`src/urbe_pkg.sv`:
```
// ----------------------------------------------------------------------------
// urbe_pkg
// Shared types and codes for the UART ring-buffer endpoint.
// ----------------------------------------------------------------------------
package urbe_pkg;

    localparam int URBE_DEPTH = 64;

    localparam logic [2:0] ACT_LINE_RX = 3'd0;
    localparam logic [2:0] ACT_GET     = 3'd1;
    localparam logic [2:0] ACT_PEEK    = 3'd2;
    localparam logic [2:0] ACT_SEND    = 3'd3;
    localparam logic [2:0] ACT_TX_DONE = 3'd4;

    typedef struct packed {
        logic [2:0] action;
        logic [7:0] data_byte;
    } urbe_req_t;

    typedef struct packed {
        logic [7:0] read_byte;
        logic [6:0] rx_level;
        logic       tx_load;
        logic [7:0] tx_byte;
        logic       tx_idle;
    } urbe_rsp_t;

    typedef struct packed {
        logic clear_wr;
        logic capture;
        logic execute;
    } urbe_cmd_t;

    typedef struct packed {
        logic clear_last;
    } urbe_status_t;

endpackage

```
`src/uart_ring_buffer_endpoint_top.sv`:
```
// ----------------------------------------------------------------------------
// uart_ring_buffer_endpoint_top
// Buffered UART endpoint: receive ring and transmit ring, DEPTH bytes each.
//
// Request channel (req_valid / req_stall / req) carries one word per action:
// line byte in, host get, host peek, host send, transmit done.
// Response channel (rsp_valid / rsp_stall / rsp) returns one word per request
// with the read byte, receive level, transmitter load and idle flags.
// Each request is handled in order: capture with the ring read issued, then
// execute on the registered RAM data. rsp_valid is set by the execute step,
// and no new word is taken while a request is still executing.
// The response register frees the request side: a new word is taken while
// a response is being accepted. If rsp_stall holds, the finished response
// stays put and req_stall is raised until it is taken.
// After reset every address of the receive store is swept to zero, with
// req_stall high throughout; both rings start empty and the transmitter idle.
// ----------------------------------------------------------------------------
module uart_ring_buffer_endpoint_top
    import urbe_pkg::*;
#(
    parameter int DEPTH = URBE_DEPTH
) (
    input  logic      clk,
    input  logic      rst_n,
    input  logic      req_valid,
    output logic      req_stall,
    input  urbe_req_t req,
    output logic      rsp_valid,
    input  logic      rsp_stall,
    output urbe_rsp_t rsp
);

    urbe_cmd_t    cmd;
    urbe_status_t status;

    urbe_ctrl u_ctrl (
        .clk       (clk),
        .rst_n     (rst_n),
        .req_valid (req_valid),
        .req_stall (req_stall),
        .rsp_valid (rsp_valid),
        .rsp_stall (rsp_stall),
        .cmd       (cmd),
        .status    (status)
    );

    urbe_dp #(
        .DEPTH (DEPTH)
    ) u_dp (
        .clk    (clk),
        .rst_n  (rst_n),
        .cmd    (cmd),
        .status (status),
        .req    (req),
        .rsp    (rsp)
    );

endmodule

```
`src/urbe_ram.sv`:
```
// ----------------------------------------------------------------------------
// urbe_ram
// Generic single-write, single-read RAM with registered read data.
// ----------------------------------------------------------------------------
module urbe_ram #(
    parameter int WIDTH = 8,
    parameter int DEPTH = 64
) (
    input  logic                     clk,
    input  logic                     we,
    input  logic [$clog2(DEPTH)-1:0] waddr,
    input  logic [WIDTH-1:0]         wdata,
    input  logic [$clog2(DEPTH)-1:0] raddr,
    output logic [WIDTH-1:0]         rdata
);

    logic [WIDTH-1:0] mem [DEPTH];
    logic [WIDTH-1:0] rdata_reg;

    always_ff @(posedge clk)
    begin
        if (we)
        begin
            mem[waddr] <= wdata;
        end
        rdata_reg <= mem[raddr];
    end

    assign rdata = rdata_reg;

endmodule

```
`src/urbe_ctrl.sv`:
```
// ----------------------------------------------------------------------------
// urbe_ctrl
// Sequencer: receive-store clear sweep, word capture, execute, response valid.
// ----------------------------------------------------------------------------
module urbe_ctrl
    import urbe_pkg::*;
(
    input  logic         clk,
    input  logic         rst_n,
    input  logic         req_valid,
    output logic         req_stall,
    output logic         rsp_valid,
    input  logic         rsp_stall,
    output urbe_cmd_t    cmd,
    input  urbe_status_t status
);

    localparam logic [1:0] ST_CLEAR = 2'd0;
    localparam logic [1:0] ST_IDLE  = 2'd1;
    localparam logic [1:0] ST_EXEC  = 2'd2;

    logic [1:0] state_reg;
    logic [1:0] state_next;
    logic       out_valid_reg;
    logic       out_valid_next;
    logic       accept;

    assign req_stall = !((state_reg == ST_IDLE) && (!out_valid_reg || !rsp_stall));
    assign accept    = req_valid && !req_stall;
    assign rsp_valid = out_valid_reg;

    assign cmd.clear_wr = (state_reg == ST_CLEAR);
    assign cmd.capture  = accept;
    assign cmd.execute  = (state_reg == ST_EXEC);

    always_comb
    begin
        state_next = state_reg;
        case (state_reg)
            ST_CLEAR:
            begin
                if (status.clear_last)
                begin
                    state_next = ST_IDLE;
                end
            end
            ST_IDLE:
            begin
                if (accept)
                begin
                    state_next = ST_EXEC;
                end
            end
            ST_EXEC:
            begin
                state_next = ST_IDLE;
            end
            default:
            begin
                state_next = ST_IDLE;
            end
        endcase
    end

    always_comb
    begin
        out_valid_next = out_valid_reg;
        if (cmd.execute)
        begin
            out_valid_next = 1'b1;
        end
        else if (!rsp_stall)
        begin
            out_valid_next = 1'b0;
        end
    end

    always_ff @(posedge clk or negedge rst_n)
    begin
        if (!rst_n)
        begin
            state_reg     <= ST_CLEAR;
            out_valid_reg <= 1'b0;
        end
        else
        begin
            state_reg     <= state_next;
            out_valid_reg <= out_valid_next;
        end
    end

endmodule

```
`src/urbe_dp.sv`:
```
// ----------------------------------------------------------------------------
// urbe_dp
// Datapath: receive and transmit rings, pointers, levels, response register.
// ----------------------------------------------------------------------------
module urbe_dp
    import urbe_pkg::*;
#(
    parameter int DEPTH = URBE_DEPTH
) (
    input  logic         clk,
    input  logic         rst_n,
    input  urbe_cmd_t    cmd,
    output urbe_status_t status,
    input  urbe_req_t    req,
    output urbe_rsp_t    rsp
);

    localparam int AW = $clog2(DEPTH);
    localparam int FW = $clog2(DEPTH + 1);
    localparam logic [AW-1:0] PTR_LAST = AW'(DEPTH - 1);
    localparam logic [FW-1:0] FILL_MAX = FW'(DEPTH);

    logic [AW-1:0] clr_reg;
    logic [AW-1:0] rx_head_reg, rx_head_next;
    logic [AW-1:0] rx_tail_reg, rx_tail_next;
    logic [FW-1:0] rx_fill_reg, rx_fill_next;
    logic [AW-1:0] tx_head_reg, tx_head_next;
    logic [AW-1:0] tx_tail_reg, tx_tail_next;
    logic [FW-1:0] tx_fill_reg, tx_fill_next;
    logic          tx_stalled_reg, tx_stalled_next;
    logic [2:0]    act_reg;
    logic [7:0]    data_reg;
    urbe_rsp_t     rsp_reg;
    urbe_rsp_t     rsp_next;

    logic          rx_we;
    logic [AW-1:0] rx_waddr;
    logic [7:0]    rx_wdata;
    logic [7:0]    rx_rdata;
    logic          tx_we;
    logic [7:0]    tx_rdata;

    function automatic logic [AW-1:0] wrap_inc(input logic [AW-1:0] p);
        wrap_inc = (p == PTR_LAST) ? '0 : p + 1'b1;
    endfunction

    assign status.clear_last = (clr_reg == PTR_LAST);

    // receive store: zero sweep after reset, then line writes
    assign rx_we    = cmd.clear_wr || (cmd.capture && (req.action == ACT_LINE_RX));
    assign rx_waddr = cmd.clear_wr ? clr_reg : rx_head_reg;
    assign rx_wdata = cmd.clear_wr ? 8'd0 : req.data_byte;
    assign tx_we    = cmd.capture && (req.action == ACT_SEND);

    urbe_ram #(
        .WIDTH (8),
        .DEPTH (DEPTH)
    ) u_rx_ram (
        .clk   (clk),
        .we    (rx_we),
        .waddr (rx_waddr),
        .wdata (rx_wdata),
        .raddr (rx_tail_reg),
        .rdata (rx_rdata)
    );

    urbe_ram #(
        .WIDTH (8),
        .DEPTH (DEPTH)
    ) u_tx_ram (
        .clk   (clk),
        .we    (tx_we),
        .waddr (tx_head_reg),
        .wdata (req.data_byte),
        .raddr (tx_tail_reg),
        .rdata (tx_rdata)
    );

    always_comb
    begin
        rx_head_next    = rx_head_reg;
        rx_tail_next    = rx_tail_reg;
        rx_fill_next    = rx_fill_reg;
        tx_head_next    = tx_head_reg;
        tx_tail_next    = tx_tail_reg;
        tx_fill_next    = tx_fill_reg;
        tx_stalled_next = tx_stalled_reg;
        rsp_next        = '0;

        case (act_reg)
            ACT_LINE_RX:
            begin
                rx_head_next = wrap_inc(rx_head_reg);
                if (rx_fill_reg != FILL_MAX)
                begin
                    rx_fill_next = rx_fill_reg + 1'b1;
                end
                else
                begin
                    rx_tail_next = wrap_inc(rx_tail_reg);
                end
            end
            ACT_GET:
            begin
                if (rx_fill_reg != '0)
                begin
                    rsp_next.read_byte = rx_rdata;
                    rx_tail_next       = wrap_inc(rx_tail_reg);
                    rx_fill_next       = rx_fill_reg - 1'b1;
                end
            end
            ACT_PEEK:
            begin
                rsp_next.read_byte = rx_rdata;
            end
            ACT_SEND:
            begin
                tx_head_next = wrap_inc(tx_head_reg);
                if (tx_stalled_reg)
                begin
                    // idle transmitter implies an empty ring: byte passes straight out
                    tx_tail_next     = wrap_inc(tx_tail_reg);
                    tx_stalled_next  = 1'b0;
                    rsp_next.tx_load = 1'b1;
                    rsp_next.tx_byte = data_reg;
                end
                else if (tx_fill_reg != FILL_MAX)
                begin
                    tx_fill_next = tx_fill_reg + 1'b1;
                end
                else
                begin
                    tx_tail_next = wrap_inc(tx_tail_reg);
                end
            end
            ACT_TX_DONE:
            begin
                if (tx_fill_reg != '0)
                begin
                    tx_tail_next     = wrap_inc(tx_tail_reg);
                    tx_fill_next     = tx_fill_reg - 1'b1;
                    rsp_next.tx_load = 1'b1;
                    rsp_next.tx_byte = tx_rdata;
                end
                else
                begin
                    tx_stalled_next = 1'b1;
                end
            end
            default:
            begin
            end
        endcase

        rsp_next.rx_level = 7'(rx_fill_next);
        rsp_next.tx_idle  = tx_stalled_next;
    end

    always_ff @(posedge clk or negedge rst_n)
    begin
        if (!rst_n)
        begin
            clr_reg        <= '0;
            rx_head_reg    <= '0;
            rx_tail_reg    <= '0;
            rx_fill_reg    <= '0;
            tx_head_reg    <= '0;
            tx_tail_reg    <= '0;
            tx_fill_reg    <= '0;
            tx_stalled_reg <= 1'b1;
        end
        else
        begin
            if (cmd.clear_wr && !status.clear_last)
            begin
                clr_reg <= clr_reg + 1'b1;
            end
            if (cmd.execute)
            begin
                rx_head_reg    <= rx_head_next;
                rx_tail_reg    <= rx_tail_next;
                rx_fill_reg    <= rx_fill_next;
                tx_head_reg    <= tx_head_next;
                tx_tail_reg    <= tx_tail_next;
                tx_fill_reg    <= tx_fill_next;
                tx_stalled_reg <= tx_stalled_next;
            end
        end
    end

    always_ff @(posedge clk)
    begin
        if (cmd.capture)
        begin
            act_reg  <= req.action;
            data_reg <= req.data_byte;
        end
        if (cmd.execute)
        begin
            rsp_reg <= rsp_next;
        end
    end

    assign rsp = rsp_reg;

endmodule

```
`config.mk`:
```
export PLATFORM = sky130hd
export DESIGN_NAME = uart_ring_buffer_endpoint_top
export DESIGN_NICKNAME = d
export VERILOG_FILES = /design/src/urbe_pkg.sv /design/src/uart_ring_buffer_endpoint_top.sv /design/src/urbe_ram.sv /design/src/urbe_ctrl.sv /design/src/urbe_dp.sv
export SDC_FILE = /design/constraint.sdc
export NUM_CORES = 1
export LEC_CHECK = 0
export BUFFER_PORTS_ARGS = -buffer_cell sky130_fd_sc_hd__buf_2
export CAP_MARGIN = 25
export CELL_PAD_IN_SITES_DETAIL_PLACEMENT = 1
export CELL_PAD_IN_SITES_GLOBAL_PLACEMENT = 2
export CORE_ASPECT_RATIO = 0.7
export CORE_MARGIN = 4
export CORE_UTILIZATION = 49
export CTS_CLUSTER_DIAMETER = 30
export DETAILED_ROUTE_END_ITERATION = 8
export PLACE_DENSITY = 0.81
export SLEW_MARGIN = 10
export SYNTH_ARGS = -nofsm -noshare
export SYNTH_HDL_FRONTEND = slang
export SYNTH_SLANG_ARGS = --single-unit
```
`constraint.sdc`:
```
create_clock -name clk -period 3.3 [get_ports clk]
set_clock_uncertainty 0.05 [all_clocks]
set_input_delay 0.825 -clock clk [delete_from_list [all_inputs] [get_ports clk]]
set_output_delay 0.825 -clock clk [all_outputs]
set_load 0.02 [all_outputs]
```
Word level (Yosys, flattened, before mapping)
Memory sizes are Yosys's and may differ from the RTL's. A register that Yosys moved wholly into a read port is not among the register bits.
Index checks and enable logic that the tools add are counted.
W data, S select, Z words.

word-level totals
  logic and storage cells = 111
  flip-flop bits (word level) = 84
  memory bits (writable) = 1024
  output and inout port bits = 27
  input port bits = 15
  memories kept = 2

memory list
  memory             words  bits a word  rd ports  clocked after Yosys merged registers in  wr ports  RTL line        RTL
  u_dp.u_rx_ram.mem  64     8            1         1                                        1         urbe_ram.sv:17  logic [WIDTH-1:0] mem [DEPTH];
  u_dp.u_tx_ram.mem  64     8            1         1                                        1         urbe_ram.sv:17

cells by class
  $add $sub $neg = 9
  reductions and logical operators = 24
  muxes and demuxes = 36
  equal/unequal tests = 23

operators by type and width
  cell                   number
  $mux W6                10
  $mux W7                5
  $add A6 B1 Y6 const B  5
  $eq A6 B6 Y1 const B   5
  $pmux W7 S2            2
  $pmux W6 S2            2
  $mux W9                2
  $pmux W9 S2            1
  $mux W8                2
  $pmux W8 S2            1
  $add A7 B1 Y7 const B  2
  $ne A7 B7 Y1 const B   2
  $reduce_bool A7 Y1     2
  $sub A7 B1 Y7 const B  2
  $ne A2 B1 Y1 const B   5
  $eq A3 B2 Y1 const B   3
  $reduce_and A4 Y1      2
  $mux W1                7
  $logic_not A3 Y1       2
  $ne A2 B2 Y1 const B   3
  $reduce_and A2 Y1      3
  $logic_and A1 B1 Y1    5
  $reduce_and A5 Y1      1
  $logic_not A1 Y1       4
  other kinds (11)       14

Logic depth before layout (Yosys ltp)
Gate-level depths: netlist of the first run.

  depth in word-level cells = 8
  depth in mapped cells = 10
  depth with buffers taken out = 7

Cells and area by module
Synthesis of the first run repeated with hierarchy kept, for this count alone.

second synthesis, totals
  cell total of the unflattened synthesis = 2291
  area, all modules = 44779.2 um^2

by module, submodules not included
  module     times used  area an instance (um^2)  cells an instance  seq. area each (um^2)
  urbe_ram   2           20166.8                  940                15534.9
  urbe_dp    1           4299.1                   395                2208.4
  urbe_ctrl  1           146.4                    16                 75.1

Worst setup path after synthesis of the first run
OpenSTA, ideal clock, no wires.

  path type = input port to flip-flop
  from = in req[0] (netlist name)
  to = mem u_dp.u_rx_ram.mem[0][0] (data pin)
  slack = 314 ps
  stages = 1
  arrival = 2422 ps
  data required time = 2736 ps
  setup time = 514 ps
  path buffers = 0
  cell sequence = nor2b_1

between the ends
  longest elaborated chain between the ends = 1

RTL lines
  what         RTL line                             RTL
  from (decl)  uart_ring_buffer_endpoint_top.sv:27  input urbe_req_t req,
  $mux W8      urbe_dp.sv:52                        assign rx_wdata = cmd.clear_wr ? 8'd0 : req.data_byte;
  to (decl)    urbe_ram.sv:17

Every way passes these cells.

Final worst setup path of the first run
  from = reg u_ctrl.state_reg[0]
  to = mem u_dp.u_tx_ram.mem[48][4] (enable)

between the ends
  longest elaborated chain between the ends = 6

RTL lines
  what                           RTL line         RTL
  from (decl)                    urbe_ctrl.sv:22  logic [1:0] state_reg;
  from (signal assigned)         urbe_ctrl.sv:87  state_reg <= state_next;
  $eq A2 B1 Y1                   urbe_ctrl.sv:28  assign req_stall = !((state_reg == ST_IDLE) && (!out_valid_reg || !rsp_stall));
  $logic_and A1 B1 Y1            urbe_ctrl.sv:28
  $logic_and A1 B1 Y1            urbe_ctrl.sv:29  assign accept = req_valid && !req_stall;
  $logic_and A1 B1 Y1            urbe_dp.sv:53    assign tx_we = cmd.capture && (req.action == ACT_SEND);
  $mux W1                        urbe_ram.sv:22   if (we)
  $mux W1 (not written as such)  urbe_ram.sv:24   mem[waddr] <= wdata;
  to (decl)                      urbe_ram.sv:17

Every way passes these cells.

==> results of run 1 <==
[synthesized netlist by cell type (13+ instances only)]
master / instances
a211oi_1: 24
a21oi_1: 21
a221oi_1: 14
a22o_1: 14
and3_1: 13
buf_2: 38
buf_4: 18
clkbuf_1: 53
dfrtp_1: 47
dfxtp_1: 16
edfxtp_1: 1060
inv_1: 14
mux2_2: 34
mux2i_1: 102
mux4_2: 214
nand2_1: 135
nand2b_1: 13
nand3_1: 19
nand3b_1: 15
nor2_1: 163
nor2b_1: 36
nor3_1: 22
o21ai_0: 28
o21ai_1: 18
o22ai_1: 22
xnor2_1: 15
[worst max-delay path, stage by stage, from the launching register on]
cell,delay (ns)
dfrtp_1,0.45
nor2b_2,0.35
nand4b_1,0.25
buf_4,0.23
nor3_1,0.52
nand2_2,0.35
buf_4,0.25
nor2_1,0.14
buf_4,0.22
[path summary, 6_finish.rpt]
path	end	depth (start not counted)
setup / recovery	u_dp.u_tx_ram.mem[48][4]$_DFFE_PP_	8
hold / removal	u_dp.act_reg[2]$_DFFE_PP_	1
setup reg to reg	u_dp.u_tx_ram.mem[48][4]$_DFFE_PP_	8
hold reg to reg	u_dp.rsp[18]$_DFFE_PP_	1
max in group asynchronous	u_dp.rx_head_reg[3]$_DFFE_PN0P_	4
min in group asynchronous	u_dp.tx_fill_reg[5]$_DFFE_PN0P_	2
[what timing repair did]
item                                   CTS  global route
resized for setup                        1             3
buffers inserted                         0             0
setup endpoints to repair                1           181
hold buffers                             1             0
endpoints found under the hold margin   10             0
[cells by family (layout without fill, tap and decap cells)]
kind of cell,after synthesis,count (layout),synth area share
adder cells (fa/ha/maj),9,9,0.002523
multiplexers,354,354,0.1404
flip-flops,1124,1124,0.7473
AO/OA/AOI/OAI,244,244,0.04067
buffers and inverters,141,591,0.01547
XOR/XNOR,23,23,0.004513
AND/OR/NAND/NOR,468,468,0.04911
[power breakdown]
group / total, mW / internal [mW] / switching, mW / leakage [nW]
clock: 16.7 / 10.2 / 6.51 / 2.56
combinational: 8.00 / 3.29 / 4.71 / 4.55
sequential: 17.5 / 16.8 / 0.640 / 10.4
total: 42.2 / 30.3 / 11.9 / 17.5
[area by class of cell]
| cell class | instances | area, um^2 |
|---|---|---|
| Multi-Input combinational cell | 1098 | 10670 |
| Tap cell | 1222 | 1529 |
| Inverter | 15 | 56.30 |
| Clock buffer | 179 | 4192 |
| Sequential cell | 1124 | 33370 |
| Fill cell | 7850 | 36990 |
| Timing Repair Buffer | 285 | 2227 |
| Clock inverter | 112 | 1095 |
[layer usage]
| layer | global-route usage | vias up |
|---|---|---|
| met1 | 0.3706 | 12980 |
| met3 | 0.08431 | 165 |
| met5 | 0 | - |
| met2 | 0.3670 | 1125 |
| met4 | 0.07472 | 2 |
| li1 | - | 10280 |
[placed cells by master (no fill, tap or decap), types with 11 or more instances in the layout]
master,instances
a211oi_1,24
a21oi_1,21
a221oi_1,14
a22o_1,14
and3_1,13
buf_12,15
buf_2,41
buf_4,228
bufinv_16,12
clkbuf_1,13
clkbuf_16,165
clkinv_1,18
clkinv_2,20
clkinv_4,13
clkinvlp_4,16
dfrtp_1,41
dfxtp_1,16
edfxtp_1,1060
inv_1,14
inv_6,26
mux2_2,34
mux2i_1,102
mux4_2,214
nand2_1,132
nand2b_1,13
nand3_1,19
nand3b_1,15
nor2_1,162
nor2b_1,27
nor3_1,22
o211ai_1,11
o21ai_0,28
o21ai_1,18
o221ai_1,11
o22ai_1,22
xnor2_1,15
[stage by stage]
| step | cells | instance area, um^2 | setup TNS [ns] | worst slack [ns] |
|---|---|---|---|---|
| 2_1_floorplan | 2363 | 44630 | 0 | 0.3137 |
| 3_3_place_gp | 3742 | 47810 | 0 | 0.01038 |
| 3_5_place_dp | 3743 | 47830 | -0.02863 | -0.004869 |
| 4_1_cts | 4035 | 53130 | 0 | 0.006937 |
| 5_1_grt | 4035 | 53140 | 0 | 0.04249 |
| 6_report | 4035 | 53140 | 0 | 0.1684 |
==> impl_metrics.tcl, run 1 <==
set metrics [dict create \
    outcome "finished clean" \
    synth_edf_count 1060 \
    utilization 0.5896 \
    ys_seq_area_frac 0.7473 \
    hold_ws_ns 0.2191 \
    maxSlewViolCount 0 \
    die_width_um 368.7 \
    drc 0 \
    hold_viol 0 \
    syn_inst 2363 \
    nNetsFinal 2706 \
    drtPass1Iterations 5 \
    finalSetupViolations 0 \
    period_share 0.9490 \
    track_usage 0.2538 \
    grt_max_degree 66 \
    drive_gt1_frac 0.2972 \
    cp-end-kind "flop" \
    p_per_area_nw_per_um2 794.2 \
    dp_hpwl_um 75970 \
    io_buffers 41 \
    clock_path_buffers 3 \
    pin_count 42 \
    critical_path.max_fanout 8 \
    wl_um 119500 \
    rsz0062_at_grt "false" \
    gp_congestion 0.8775 \
    grt_pass1_wl_um 176900 \
    ir_drop_mv 0.5004 \
    hold_path_class "input port to flop" \
    drt_iter0_drc 2653 \
    coreArea_um2 90130 \
    cts_tree "yes" \
    antenna_found_initial 3 \
    drv_cap 0 \
    critPathArrivalTime_ns 3.51 \
    area_growth_pct 19.05 \
    cellLeakagePower_nw 17.46 \
    htreeDepth 4 \
    wl_met1_um 51480 \
    initial_core_util 0.4952 \
    tightest_slew_ns 1.045 \
    cts.clk_slew.worst_paths_ns 0.05 \
    wl_met3_um 12610 \
    synth_top_area_share 0.7131 \
    syn_area_um2 44630 \
    ys_types 76 \
    ys_warn_count 0 \
    postSynthAreaPerCell_um2 18.89 \
    route.met2.wl_um 52990 \
    grt_overflow_total 0 \
    yosys.area.top_type "edfxtp_1" \
    synth_area_leaders "edfxtp_1 (71%), mux4_2 (11%), dfrtp_1 (2.6%), mux2i_1 (2.3%), nor2_1 (1.4%)" \
    crit_type "flop to flop" \
    ys_dominant_reg_cell "edfxtp_1" \
    vias 24550 \
    slew_headroom 0.3008 \
    die_y_um 260.5 \
    start_kind "flop" \
    wl_per_cell_um 29.62 \
    required_ns 3.68 \
    finalCriticalPeriod_ns 3.132 \
    async_reset_ff_frac 0.04270 \
    grt_pass1_vias 25860 \
    cts_sinks 1124 \
    top_layer_used "met5" \
    worstHoldStart "req[10]" \
    totalPowerFinal_mw 42.20 \
    n_antenna_cell 0 \
    ant_nets 0 \
    vias_per_cell 6.084 \
    synth_seq_cells 1124 \
    r2r_start "u_ctrl.state_reg[0]$_DFFE_PN0P_" \
    insertion_delay_ns 0.75 \
    fmax_mhz 319.3 \
    reg2reg_slack_ns 0.17 \
    row_count 92 \
    synth_nets 2387 \
    root_buffer "clkbuf_16" \
    dieArea_um2 96060 \
    cts_buffers 158 \
    crit_start "u_ctrl.state_reg[0]$_DFFE_PN0P_" \
]
(Power assumes the default switching activity.)
==> inputs of run 2 (changes only) <==
--- a/config.mk
+++ b/config.mk
@@ -11,11 +11,12 @@
 export CELL_PAD_IN_SITES_GLOBAL_PLACEMENT = 2
 export CORE_ASPECT_RATIO = 0.7
 export CORE_MARGIN = 4
-export CORE_UTILIZATION = 49
+export CORE_UTILIZATION = 50
 export CTS_CLUSTER_DIAMETER = 30
 export DETAILED_ROUTE_END_ITERATION = 8
 export PLACE_DENSITY = 0.81
 export SLEW_MARGIN = 10
 export SYNTH_ARGS = -nofsm -noshare
 export SYNTH_HDL_FRONTEND = slang
+export SYNTH_HIERARCHICAL = 1
 export SYNTH_SLANG_ARGS = --single-unit
==> run 2 against run 1 <==
Effect of this change: utilization increased by 1.1 points; first-iteration DRC count up 30%; hold slack lost 0.10 ns; fmax fell by 0.52%; critical path depth shrank 1; global-route usage increased by 1.9 points; register-to-register slack got worse by 0.02 ns; die area shrank 1.6%; via count grew 1.8%; sequential power barely moved; critical endpoint is now u_dp/u_rx_ram/mem[37][6]$_DFFE_PP_.
==> impl_metrics.tcl, run 2 <==
set metrics [dict create \
    setup_ws_ns 0.1522 \
    layout_commonest_cell "edfxtp_1" \
    wl_per_cell_um 32.38 \
    crit_type "flop to flop" \
    yosys.area.top_type "edfxtp_1" \
    start_kind "flop" \
    die_y_um 258.4 \
    timing.rr.end "u_dp/u_rx_ram/mem[37][6]$_DFFE_PP_" \
    grt_pass1_wl_um 184500 \
    multiInputGateArea_um2 10690 \
    drv_cap 0 \
    regArea_um2 33380 \
    ys_warn_count 6 \
    critical_path.max_fanout 8 \
    cts.clk_slew.worst_paths_ns 0.06 \
    synth_nets 2314 \
    n_antenna_cell 0 \
    clock_path_buffers 3 \
    syn_inst 2291 \
    vias_per_cell 6.421 \
    vias 24990 \
    coreArea_um2 88470 \
    critPathArrivalTime_ns 3.56 \
    ant_nets 0 \
    cts_sinks 1124 \
    hold_viol 0 \
    hold_path_class "input port to async pin" \
    synth_area_leaders "edfxtp_1 (71%), mux4_2 (13%), dfrtp_1 (2.6%), nor2_1 (1.6%), mux2i_1 (1.1%)" \
    wl_um 126000 \
    grt_overflow_total 0 \
    drc 0 \
    cp-end-kind "flop" \
    dp_hpwl_um 77940 \
    outcome "finished clean" \
    drtPass1Iterations 5 \
    finalCriticalPeriod_ns 3.148 \
    synth_edf_count 1060 \
    yosysMostFrequentCell "edfxtp_1" \
    p_per_area_nw_per_um2 815.7 \
    layout_common_cells "edfxtp_1 (1060), mux4_2 (252), buf_4 (217)" \
    antenna_found_initial 2 \
    fmax_mhz 317.7 \
    nNetsFinal 2621 \
    async_reset_ff_frac 0.04270 \
    slew_headroom 0.3705 \
    synth_seq_cells 1124 \
    required_ns 3.71 \
    cts_resized 0 \
    hold_ws_ns 0.1175 \
    grt_pass1_vias 25900 \
    fin_cells 3891 \
    ys_types 75 \
    rsz0062_at_grt "false" \
    drt_iter0_drc 3460 \
    maxSlewViolCount 0 \
    tightest_slew_ns 0.9443 \
    pin_count 42 \
    track_usage 0.2729 \
    place_inst 3604 \
    fillerInstances 7483 \
    die_width_um 365.7 \
    ctsHoldBuffers 0 \
    r2r_cells 7 \
    cellLeakagePower_nw 17.23 \
    area_growth_pct 18.72 \
    reg2reg_slack_ns 0.15 \
    grt_max_degree 66 \
    cts_tree "yes" \
    cts_buffers 153 \
    dp_slack_ns -0.1669 \
    r2r_start "u_ctrl/state_reg[0]$_DFFE_PN0P_" \
    postSynthAreaPerCell_um2 19.55 \
    io_buffers 41 \
    dieArea_um2 94490 \
    row_count 91 \
    initial_core_util 0.5062 \
    htreeDepth 4 \
    ir_drop_mv 0.5044 \
    period_share 0.9539 \
    root_buffer "clkbuf_16" \
    post-cts-setup-buffers 0 \
    insertion_delay_ns 0.76 \
    synth_top_area_share 0.7108 \
    synthTopCellsByCount "edfxtp_1 (1060), mux4_2 (252), nor2_1 (187), nand2_1 (68), clkbuf_1 (51)" \
    gp_congestion 0.8296 \
    finalSetupViolations 0 \
    syn_area_um2 44780 \
    drive_gt1_frac 0.3188 \
    ys_seq_area_frac 0.7448 \
    ys_dominant_reg_cell "edfxtp_1" \
]
==> run 2: cell count changes in the layout (fill, tap and decap cells not counted), moves of 11 or more <==
cell      before  now
a211oi_1      24   12
nor2_1       162  186
mux2i_1      102   49
buf_4        228  217
o21ai_1       18    5
nand2_1      132   68
mux4_2       214  252
nand3_1       19   42
==> run 2: worst max-delay path by stage <==
| stage | slack [ns] | from | cells after the start | end |
|---|---|---|---|---|
| floorplan | 0.13 | rsp_stall | 9 | u_dp/u_tx_ram/mem[62][0]$_DFFE_PP_ |
| global placement | 0.02 | rsp_stall | 11 | u_dp/u_rx_ram/mem[62][1]$_DFFE_PP_ |
| detailed placement | -0.17 | rsp_stall | 11 | u_dp/u_rx_ram/mem[62][2]$_DFFE_PP_ |
| CTS | 0.17 | u_ctrl/state_reg[0]$_DFFE_PN0P_ | 7 | u_dp/u_rx_ram/mem[37][5]$_DFFE_PP_ |
| global route | 0.09 | u_ctrl/state_reg[0]$_DFFE_PN0P_ | 7 | u_dp/u_rx_ram/mem[48][4]$_DFFE_PP_ |
| finish | 0.15 | u_ctrl/state_reg[0]$_DFFE_PN0P_ | 7 | u_dp/u_rx_ram/mem[37][6]$_DFFE_PP_ |
==> run 2: cell families after synthesis <==
| group | Yosys count | share of synthesized area |
|---|---|---|
| multiplexers | 340 | 0.1475 |
| AND/OR/NAND/NOR | 461 | 0.04993 |
| flip-flops | 1124 | 0.7448 |
| buffers and inverters | 140 | 0.01794 |
| XOR/XNOR | 21 | 0.004107 |
| adder cells (fa/ha/maj) | 8 | 0.002235 |
| AO/OA/AOI/OAI | 197 | 0.03345 |
==> run 2: per-stage QoR <==
step | util | power, mW | cell area (um^2) | setup TNS [ns]
CTS | 0.6008 | 43.52 | 53160 | 0
finish | 0.6009 | 43.37 | 53160 | 0
detailed placement | 0.5404 | 26.38 | 47810 | -6.442
global route | 0.6009 | 44.88 | 53160 | 0
global placement | 0.5404 | 26.05 | 47810 | 0
floorplan | - | 23.17 | 44780 | 0
==> run 2: area by class of cell <==
class                      count  share of cell area
clock buffer                 171             0.07508
clock inverter               115             0.02551
inverter                      13           0.0009179
multi-input combinational   1027              0.2011
sequential                  1124              0.6279
tap                         1162             0.02735
timing repair buffer         279             0.04213
==> run 2: per-layer routing <==
layer / share of wire / GRT usage / routed length [um] / up-vias
li1: - / - / - / 10050
met1: 0.42 / 0.4132 / 53040 / 13230
met2: 0.44 / 0.3824 / 54860 / 1518
met3: 0.12 / 0.09558 / 15540 / 188
met4: 0.020 / 0.06835 / 2561 / 0
met5: 0 / 0 / 0 / -
==> run 2: worst max-delay path: stages, from the launching register on <==
cell      delay, ns
dfrtp_1        0.44
nor2_2         0.40
buf_4          0.29
mux2_2         0.47
nor2b_1        0.36
nand2b_1       0.36
nor2_1         0.27
buf_4          0.22
==> run 2: power by group <==
part / leakage, nW / internal, mW / switching, mW
Sequential: 10.4 / 16.8 / 0.760
Clock: 2.56 / 10.3 / 6.75
Combinational: 4.31 / 3.63 / 5.10
Total: 17.2 / 30.8 / 12.6
